--- config.mk ---
export PLATFORM = sky130hd
export DESIGN_NAME = wide_string_to_unsigned_parser_top
export DESIGN_NICKNAME = d
export VERILOG_FILES = /design/src/rtl/core/wsup_pkg.sv /design/src/rtl/core/wide_string_to_unsigned_parser_top.sv
export SDC_FILE = /design/constraint.sdc
export NUM_CORES = 2
export LEC_CHECK = 0
export BUFFER_PORTS_ARGS = -buffer_cell sky130_fd_sc_hd__clkbuf_2
export CORE_AREA = 2 2 287 218
export DETAILED_ROUTE_END_ITERATION = 10
export DIE_AREA = 0 0 289 220
export PLACE_DENSITY_LB_ADDON = 0.05
export SLEW_MARGIN = 10
export SYNTH_ARGS = -nofsm -noshare
export SYNTH_HDL_FRONTEND = slang
export SYNTH_SLANG_ARGS = --single-unit
--- constraint.sdc ---
create_clock -name clk -period 13.65 [get_ports clk]
set_input_delay 2.73 -clock clk [delete_from_list [all_inputs] [get_ports clk]]
set_output_delay 2.73 -clock clk [all_outputs]
set_load 0.02 [all_outputs]
--- src/rtl/core/wsup_pkg.sv ---
// types, constants and character decode for the wide string to unsigned parser
`default_nettype none

package wsup_pkg;

  localparam int VALUE_WIDTH_DEF    = 64;
  localparam int POSITION_WIDTH_DEF = 16;
  localparam int CHAR_W             = 21;
  localparam int BASE_W             = 6;
  localparam int OUT_VALUE_W        = 64;
  localparam int OUT_STOP_W         = 16;
  localparam int OUT_STOP_MAX       = 65535;

  localparam logic [BASE_W-1:0] BASE_AUTO  = 6'd0;
  localparam logic [BASE_W-1:0] BASE_MIN   = 6'd2;
  localparam logic [BASE_W-1:0] BASE_OCT   = 6'd8;
  localparam logic [BASE_W-1:0] BASE_DEC   = 6'd10;
  localparam logic [BASE_W-1:0] BASE_HEX   = 6'd16;
  localparam logic [BASE_W-1:0] BASE_MAX   = 6'd36;
  localparam logic [BASE_W-1:0] BASE_RESET = BASE_DEC;

  localparam logic [CHAR_W-1:0] CH_MINUS = 21'h2D;
  localparam logic [CHAR_W-1:0] CH_PLUS  = 21'h2B;
  localparam logic [CHAR_W-1:0] CH_LX    = 21'h78;
  localparam logic [CHAR_W-1:0] CH_UX    = 21'h58;
  localparam logic [CHAR_W-1:0] CH_0     = 21'h30;
  localparam logic [CHAR_W-1:0] CH_9     = 21'h39;
  localparam logic [CHAR_W-1:0] CH_UA    = 21'h41;
  localparam logic [CHAR_W-1:0] CH_UZ    = 21'h5A;
  localparam logic [CHAR_W-1:0] CH_LA    = 21'h61;
  localparam logic [CHAR_W-1:0] CH_LZ    = 21'h7A;
  localparam logic [CHAR_W-1:0] CH_SPACE = 21'h20;
  localparam logic [CHAR_W-1:0] CH_TAB   = 21'h09;
  localparam logic [CHAR_W-1:0] CH_CR    = 21'h0D;
  localparam logic [BASE_W-1:0] LETTER_OFFSET = 6'd10;

  typedef struct packed {
    logic [CHAR_W-1:0] char_code;
    logic              string_end;
  } char_item_t;

  typedef struct packed {
    logic [OUT_VALUE_W-1:0] value;
    logic [OUT_STOP_W-1:0]  stop_offset;
    logic                   range_error;
    logic                   digits_found;
  } result_item_t;

  typedef enum logic [1:0] {
    SEQ_IDLE = 2'b01,
    SEQ_EXEC = 2'b10
  } seq_state_t;

  typedef enum logic [5:0] {
    PH_SPACE  = 6'b000001,
    PH_SIGN   = 6'b000010,
    PH_ZERO   = 6'b000100,
    PH_PREFIX = 6'b001000,
    PH_DIGITS = 6'b010000,
    PH_DONE   = 6'b100000
  } parse_phase_t;

  typedef enum logic [2:0] {
    ST_NONE = 3'b001,
    ST_SOME = 3'b010,
    ST_OVER = 3'b100
  } digit_status_t;

  typedef struct packed {
    logic              ok;
    logic [BASE_W-1:0] val;
  } digit_t;

  function automatic logic is_space(input logic [CHAR_W-1:0] c);
    return (c == CH_SPACE) || ((c >= CH_TAB) && (c <= CH_CR));
  endfunction

  function automatic digit_t digit_decode(input logic [CHAR_W-1:0] c);
    digit_t d;
    d.ok  = 1'b1;
    d.val = '0;
    if ((c >= CH_0) && (c <= CH_9)) begin
      d.val = BASE_W'(c - CH_0);
    end else if ((c >= CH_UA) && (c <= CH_UZ)) begin
      d.val = BASE_W'(c - CH_UA) + LETTER_OFFSET;
    end else if ((c >= CH_LA) && (c <= CH_LZ)) begin
      d.val = BASE_W'(c - CH_LA) + LETTER_OFFSET;
    end else begin
      d.ok = 1'b0;
    end
    return d;
  endfunction

endpackage

`default_nettype wire

--- src/rtl/core/wide_string_to_unsigned_parser_top.sv ---
// streaming wide string to unsigned integer parser, top level
// sequencing: each accepted character is decoded into registers and worked in
//   the EXEC state; the result is registered when the last character is worked
// input: char_stall is high outside IDLE, so a new character is taken only after
//   the previous one is worked; the multiply-add unit folds one digit per character
// stalls: a last character waits while the previous result is stalled
// reset: synchronous; clears the parse state and sets number_base to ten
`default_nettype none

module wide_string_to_unsigned_parser_top
  import wsup_pkg::*;
#(
  parameter int VALUE_WIDTH    = VALUE_WIDTH_DEF,
  parameter int POSITION_WIDTH = POSITION_WIDTH_DEF
) (
  input  wire                 clk,
  input  wire                 rst,
  input  wire                 number_base_we,
  input  wire  [BASE_W-1:0]   number_base_data,
  input  wire                 char_valid,
  output logic                char_stall,
  input  wire  char_item_t    char_item,
  output logic                result_valid,
  input  wire                 result_stall,
  output result_item_t        result_item
);

  localparam int PROD_W = VALUE_WIDTH + BASE_W;

  seq_state_t                seq;
  logic [BASE_W-1:0]         number_base;

  // decoded character
  logic [BASE_W-1:0]         dig;
  logic                      dig_ok;
  logic                      sp_c;
  logic                      minus_c;
  logic                      plus_c;
  logic                      zero_c;
  logic                      x_c;
  logic                      end_c;

  // parse state
  parse_phase_t              phase;
  parse_phase_t              phase_next;
  logic [VALUE_WIDTH-1:0]    acc;
  logic [VALUE_WIDTH-1:0]    acc_next;
  digit_status_t             status;
  digit_status_t             status_next;
  logic                      neg;
  logic                      neg_next;
  logic [BASE_W-1:0]         active_base;
  logic [BASE_W-1:0]         active_base_next;
  logic [POSITION_WIDTH-1:0] char_pos;
  logic [POSITION_WIDTH-1:0] pos_next;
  logic [POSITION_WIDTH-1:0] end_pos;
  logic [POSITION_WIDTH-1:0] end_pos_next;

  digit_t                    in_dig;
  logic                      accept;
  logic                      hold;
  logic                      load_result;
  logic                      start;
  logic                      take;
  logic [BASE_W-1:0]         nb_eff;
  logic                      nb_prefix;
  logic [BASE_W-1:0]         mul_base;
  logic [PROD_W-1:0]         prod;
  logic                      ovf;
  logic [VALUE_WIDTH-1:0]    value_fin;
  logic [OUT_STOP_W-1:0]     stop_fin;

  assign char_stall  = (seq != SEQ_IDLE);
  assign accept      = char_valid && !char_stall;
  assign in_dig      = digit_decode(char_item.char_code);
  assign hold        = end_c && result_valid && result_stall;
  assign load_result = (seq == SEQ_EXEC) && end_c && !hold;

  assign nb_eff    = (number_base == BASE_AUTO) ? BASE_DEC : number_base;
  assign nb_prefix = (number_base == BASE_AUTO) || (number_base == BASE_HEX);
  assign mul_base  = ((phase == PH_SPACE) || (phase == PH_SIGN)) ? nb_eff : active_base;

  // shared multiply-add unit
  assign prod = PROD_W'(acc) * PROD_W'(mul_base) + PROD_W'(dig);
  assign ovf  = (prod[PROD_W-1:VALUE_WIDTH] != '0);

  assign pos_next = (char_pos == '1) ? char_pos : char_pos + 1'b1;

  always_comb begin
    phase_next       = phase;
    acc_next         = acc;
    status_next      = status;
    neg_next         = neg;
    active_base_next = active_base;
    end_pos_next     = end_pos;
    start            = 1'b0;
    take             = 1'b0;
    case (phase)
      PH_SPACE: begin
        if (sp_c) begin
          phase_next = PH_SPACE;
        end else if (minus_c) begin
          neg_next   = 1'b1;
          phase_next = PH_SIGN;
        end else if (plus_c) begin
          phase_next = PH_SIGN;
        end else begin
          start = 1'b1;
        end
      end
      PH_SIGN: begin
        start = 1'b1;
      end
      PH_ZERO: begin
        if (x_c) begin
          active_base_next = BASE_HEX;
          phase_next       = PH_PREFIX;
        end else begin
          take = 1'b1;
        end
      end
      PH_PREFIX, PH_DIGITS: begin
        take = 1'b1;
      end
      default: begin
        phase_next = phase;
      end
    endcase

    if (start) begin
      if (zero_c && nb_prefix) begin
        active_base_next = (number_base == BASE_AUTO) ? BASE_OCT : BASE_HEX;
        acc_next         = '0;
        status_next      = ST_SOME;
        end_pos_next     = pos_next;
        phase_next       = PH_ZERO;
      end else if ((nb_eff < BASE_MIN) || (nb_eff > BASE_MAX)) begin
        phase_next = PH_DONE;
      end else begin
        active_base_next = nb_eff;
        take             = 1'b1;
      end
    end

    if (take) begin
      if (!dig_ok || (dig >= mul_base)) begin
        phase_next = PH_DONE;
      end else begin
        if ((status == ST_OVER) || ovf) begin
          status_next = ST_OVER;
        end else begin
          acc_next    = prod[VALUE_WIDTH-1:0];
          status_next = ST_SOME;
        end
        end_pos_next = pos_next;
        phase_next   = PH_DIGITS;
      end
    end
  end

  always_comb begin
    if (status_next == ST_OVER) begin
      value_fin = '1;
    end else if (neg_next) begin
      value_fin = '0 - acc_next;
    end else begin
      value_fin = acc_next;
    end
    if (status_next == ST_NONE) begin
      stop_fin = '0;
    end else if (32'(end_pos_next) > 32'(OUT_STOP_MAX)) begin
      stop_fin = OUT_STOP_W'(OUT_STOP_MAX);
    end else begin
      stop_fin = OUT_STOP_W'(end_pos_next);
    end
  end

  always_ff @(posedge clk) begin
    if (rst) begin
      seq          <= SEQ_IDLE;
      number_base  <= BASE_RESET;
      result_valid <= 1'b0;
      phase        <= PH_SPACE;
      acc          <= '0;
      status       <= ST_NONE;
      neg          <= 1'b0;
      active_base  <= '0;
      char_pos     <= '0;
      end_pos      <= '0;
      end_c        <= 1'b0;
    end else begin
      if (number_base_we) begin
        number_base <= number_base_data;
      end
      if (load_result) begin
        result_valid <= 1'b1;
      end else if (result_valid && !result_stall) begin
        result_valid <= 1'b0;
      end
      case (seq)
        SEQ_IDLE: begin
          if (accept) begin
            dig     <= in_dig.val;
            dig_ok  <= in_dig.ok;
            sp_c    <= is_space(char_item.char_code);
            minus_c <= (char_item.char_code == CH_MINUS);
            plus_c  <= (char_item.char_code == CH_PLUS);
            zero_c  <= (char_item.char_code == CH_0);
            x_c     <= (char_item.char_code == CH_LX) || (char_item.char_code == CH_UX);
            end_c   <= char_item.string_end;
            seq     <= SEQ_EXEC;
          end
        end
        SEQ_EXEC: begin
          if (!hold) begin
            seq <= SEQ_IDLE;
            if (end_c) begin
              result_item.value        <= OUT_VALUE_W'(value_fin);
              result_item.stop_offset  <= stop_fin;
              result_item.range_error  <= (status_next == ST_OVER);
              result_item.digits_found <= (status_next != ST_NONE);
              phase                    <= PH_SPACE;
              acc                      <= '0;
              status                   <= ST_NONE;
              neg                      <= 1'b0;
              active_base              <= '0;
              char_pos                 <= '0;
              end_pos                  <= '0;
            end else begin
              phase       <= phase_next;
              acc         <= acc_next;
              status      <= status_next;
              neg         <= neg_next;
              active_base <= active_base_next;
              char_pos    <= pos_next;
              end_pos     <= end_pos_next;
            end
          end
        end
        default: begin
          seq <= SEQ_IDLE;
        end
      endcase
    end
  end

endmodule

`default_nettype wire

After elaboration in Yosys (flattened, before gate mapping) --
Index checks and enable logic that the tools add are counted.
Operators by class: $add $sub $neg 8, $mul 1, $lt $le $gt $ge 11, equal/unequal tests 22, mux-type cells 62, bitwise logic cells 2, reduce and logical (&&, ||, !) cells 32
Operator list (count):
- $mux W64 | 7
- $mux W6 | 21
- $mux W16 | 7
- $eq A21 B6 Y1 const B | 4
- $add A70 B6 Y70 | 1
- $mul A64 B6 Y70 | 1
- $sub A1 B64 Y64 const A | 1
- $eq A21 B7 Y1 const B | 2
- $ge A21 B7 Y1 const B | 2
- $le A21 B7 Y1 const B | 2
- $ge A21 B4 Y1 const B | 1
- $ge A21 B6 Y1 const B | 1
- $le A21 B4 Y1 const B | 1
- $le A21 B6 Y1 const B | 1
- $mux W3 | 6
- $add A16 B1 Y16 const B | 1
- $eq A16 B16 Y1 const B | 1
- $mux W1 | 14
- $add A6 B4 Y6 const B | 2
- $eq A6 B5 Y1 const B | 2
- $pmux W6 S2 | 1
- $sub A6 B6 Y6 const B | 2
- $logic_and A1 B1 Y1 | 11
- $logic_or A1 B1 Y1 | 7
- 28 further kinds | 39
Storage, ports and cells: register bits 216, output and inout bits 84, word-level logic and storage cells 160

Longest topological paths before layout --
word-level depth 12, mapped depth 40

Worst setup path after synthesis --
Ideal clock, no wire load.
path kind input to register, from in rst, to reg result_item[0] in the netlist's numbering (enable), arrival 8949 ps, setup slack 4061 ps, stages on the path 2, path buffers 1, path through buf_1 nor3b_1
On the way: word-level cells in the longest chain between the ends 2
Ends and longest elaborated chain:
- from (decl) | RTL line wide_string_to_unsigned_parser_top.sv:17 | input wire rst,
- $not A1 Y1 (no line)
- $reduce_and A4 Y1 (no line)
- to (decl) | RTL line wide_string_to_unsigned_parser_top.sv:25 | output result_item_t result_item
No other way between the ends. A chain may end at the register's enable or synchronous reset.

Worst setup path after layout --
from reg phase[5], to reg result_item[68] in the netlist's numbering (data pin)
On the way: word-level cells in the longest chain between the ends 12, elaborated cells between the ends (all ways) 31, classes of those cells add/sub (2); mul (1); order compare (1); eq/ne (6); mux (16); reduce/logical (5)
Ends and longest elaborated chain:
- from (decl) | RTL line wide_string_to_unsigned_parser_top.sv:44 | parse_phase_t phase;
- from (signal assigned) | RTL line wide_string_to_unsigned_parser_top.sv:230 | phase <= phase_next;
- $eq A6 B1 Y1 or $eq A6 B2 Y1 (tied branches) | RTL line wide_string_to_unsigned_parser_top.sv:81, wide_string_to_unsigned_parser_top.sv:98
- $logic_or A1 B1 Y1 | RTL line wide_string_to_unsigned_parser_top.sv:81 | assign mul_base = ((phase == PH_SPACE) || (phase == PH_SIGN)) ? nb_eff : active_base;
- $mux W6 | RTL line wide_string_to_unsigned_parser_top.sv:81
- $mul A64 B6 Y70 | RTL line wide_string_to_unsigned_parser_top.sv:84 | assign prod = PROD_W'(acc) * PROD_W'(mul_base) + PROD_W'(dig);
- $add A70 B6 Y70 | RTL line wide_string_to_unsigned_parser_top.sv:84
- $reduce_bool A6 Y1 | RTL line wide_string_to_unsigned_parser_top.sv:85 | assign ovf = (prod[PROD_W-1:VALUE_WIDTH] != '0);
- $logic_or A1 B1 Y1 | RTL line wide_string_to_unsigned_parser_top.sv:149 | if ((status == ST_OVER) || ovf) begin
- $mux W64 | RTL line wide_string_to_unsigned_parser_top.sv:149
- $mux W64 | RTL line wide_string_to_unsigned_parser_top.sv:146 | if (!dig_ok || (dig >= mul_base)) begin
- $mux W64 | RTL line wide_string_to_unsigned_parser_top.sv:145 | if (take) begin
- $sub A1 B64 Y64 | RTL line wide_string_to_unsigned_parser_top.sv:165 | value_fin = '0 - acc_next;
- $mux W64 | RTL line wide_string_to_unsigned_parser_top.sv:164 | end else if (neg_next) begin
Several ways; a longest one is shown, not always the timed one.

==> results by group <==
Place
  • Detailed placer's ending HPWL: 76,020 um
  • Placed cell areas: 0.02812 mm^2
  • Buffers added on ports: 116
  • Placer Congestion: 0.9680

GRT
  • Largest net degree at the start of global routing: 93
  • Number of global-route vias before repair: 23,790
  • GRT Overall Usage: 31.03%
  • Global-route wire length before repair: 151,200 um
  • Initial antenna violation count: 2
  • Congestion Overflow GR: 0

Clock tree
  • Clk sink count: 216
  • Skew-Pair Late Insertion Delay: 0.57 ns
  • CTS resizes: 0
  • Post-CTS setup buffers: 0
  • Max Root-Sink Buffers: 3
  • # H-tree levels: 1
  • CTS tree: done
  • Clock Tree Root: clkbuf_16
  • Clk slew on worst S/H paths: 0.07 ns
  • Hold_buf cts: 0
  • CTS Buf Count: 23

Run
  • Max-Cap Viols: 0

Setup path
  • FF-to-FF Start: phase[5]
  • Critical path class: reg -> reg
  • Slowest-stage cell, CP: mux2i_4
  • Critical path data required time: 14.06 ns
  • Crit-path leading delay family: simple AND/OR/NAND/NOR gates
  • WP buf/inv: 1
  • Worst r2r path cells: 29
  • Crit. End Element: register
  • RR Endpoint: result_item[68]
  • Worst-path fanout max: 48
  • Crit-path max cell delay: 0.87 ns
  • Worst EP arrival: 12.20 ns
  • R2R setup slack: 1.86 ns
  • Kind of start point of the critical path: register

Pwr
  • P_leak: 13.12 nW
  • Pwr dens: 49.79 mW/mm^2
  • VDD IR max: 69.92 uV

Synth
  • Syn. warnings: 0
  • Synth top area cells: fa_1, edfxtp_1, dfxtp_1, ha_1, nor2b_1
  • Mapped cell area: 0.02713 mm^2
  • Synthesized instance count: 3,195
  • Yosys top cell by area: fa_1
  • Syn avg cell area: 8.492 um^2
  • Unique masters post-synth: 116
  • Async SR Flop Fraction: 0%
  • Synth Flop Type: dfxtp_1
  • Synth top area share: 18.59%
  • Syn_nets: 3,641
  • Number of synthesized register bits: 216
  • Seq/Total Area, Yosys: 19.41%
  • EDFF count, synth: 94

Worst hold path
  • Hold Crit Endpoint: end_pos[9]
  • Hold Crit Class: reg -> reg
  • Hold path startpoint: end_pos[9]
  • Hold path depth: 2

Die
  • Die area: 0.06358 mm^2
  • Core Box Area: 0.06109 mm^2
  • Rows: 79
  • Die W: 289 um
  • Num ports: 117
  • Die Span Y: 220 um
  • Starting Density: 44.42%

Detailed routing
  • Final wirelength: 98,630 um
  • DRT iter0 DRCs: 2,452
  • First drt pass iteration count: 8
  • DR WL/cell: 24.79 um
  • Post-DRT Antenna Nets: 0
  • Via density: 6.135
  • DRC Markers: 0
  • Routed via count: 24,410

Finish
  • Final net count: 3,597
  • Leading cell type in the layout, fill and taps excluded: nor2b_1
  • Fraction of final layout cells sized beyond drive strength 1: 8.933%
  • Filler Cell Count: 5,946
  • Multi-input gate area: 0.02065 mm^2
  • Cell area after layout: 0.02884 mm^2
  • Most frequent cells in the layout: nor2b_1, nor2_1, nand2_1
  • Register area: 0.005265 mm^2
  • P&R area growth vs syn: 6.304%

Timing
  • Slew headroom: 17.75%
  • Crit share post-route: 86.35%
  • Setup violations, final: 0
  • Setup TNS: 0 ns
  • Max-slew violations: 0
  • Max Clock Skew: 0.01645 ns
  • Slew @ Worst Pin: 1.218 ns
  • RSZ-0062 raised after global routing: false
  • Fin crit period: 11.79 ns
  • FMAX: 84.84 MHz
  • Hold Fails Final Rpt: 0

Status
  • Status: finished clean
## power breakdown
group | leakage (nW) | switching [mW] | internal [mW]
clock | 0.350 | 0.297 | 0.339
combinational | 10.9 | 0.0929 | 0.0288
sequential | 1.87 | 0.00509 | 0.673
## cell families after synthesis
kind of cell | synth area share, %
AO/OA/AOI/OAI | 16.65
buffers and inverters | 4.893
AND/OR/NAND/NOR | 27.13
flip-flops | 19.41
adder cells (fa/ha/maj) | 26.02
XOR/XNOR | 3.551
multiplexers | 2.352
## area by class of cell
type                    count  share of cell area (%)
inverters                  91                   1.184
repair buffers            150                   2.950
diodes                      1                0.008676
clock inverters            11                  0.3470
well taps                 810                   3.514
clock buffers              31                   2.134
flip-flops and latches    216                   18.25
multi-input cells        2669                   71.61
## synth_stat cells, drive strengths merged, types with 9 or more instances
cell type and instances:
buf 74, o31ai 16, inv 90, and3 54, edfxtp 94, nand2 279, a21oi 216, o21ai 158
a211o 9, and4 9, dfxtp 122, a41oi 13, nor4 28, o211ai 21, nor3 72, clkbuf 145
ha 161, a211oi 25, a31oi 22, nand4 51, nand3 76, xnor2 67, nor3b 9, nor2 312
a21o 37, and2 90, nand2b 29, mux2 15, mux2i 45, or4 11, o21bai 10, nor2b 312
fa 252, o21a 13, a22oi 60, or2 10, or3 38, xor2 43
## layer usage
layer / vias to the layer above / track usage (%) / routed length, um
li1: 11110 / - / -
met1: 12120 / 46.54 / 46260
met2: 1062 / 46.37 / 42460
met3: 123 / 5.414 / 7626
met4: 4 / 6.478 / 2266
met5: - / 0 / 23
## tightest hold or removal path: stages, from the launching register on
cell and delay, ns:
dfxtp_1 0.33, a21oi_1 0.06, nor2_1 0.07
## sequential cells by signal, summed over array words and instances, names as in the netlist, 2 cells and up
signal       count
result_item     82
acc             64
char_pos        16
end_pos         16
active_base      6
dig              6
number_base      6
phase            6
status           3
seq              2
## through the flow
stage / power (mW) / util [%] / hold slack [ns] / setup WS (ns) / cells
2_1_floorplan: 0.7638 / - / 0.4492 / 4.061 / 3195
3_3_place_gp: 0.8104 / 46.04 / 0.4664 / 2.310 / 3936
3_5_place_dp: 0.8120 / 46.04 / 0.4762 / 2.131 / 3936
4_1_cts: 1.442 / 47.21 / 0.4928 / 2.096 / 3978
5_1_grt: 1.478 / 47.21 / 0.5072 / 1.350 / 3978
6_report: 1.436 / 47.22 / 0.4863 / 1.864 / 3979
## worst max-delay path by stage
stage	start	endpoint	slack, ns	cells past startpoint
after floorplan	rst	result_item[0]	4.06	2
after global placement	phase[5]	result_item[78]	2.31	30
after detailed placement	phase[5]	result_item[78]	2.13	30
after CTS	phase[5]	result_item[78]	2.10	30
after global routing	phase[5]	result_item[76]	1.35	30
final	phase[5]	result_item[68]	1.86	29
(Power assumes the default switching activity.)
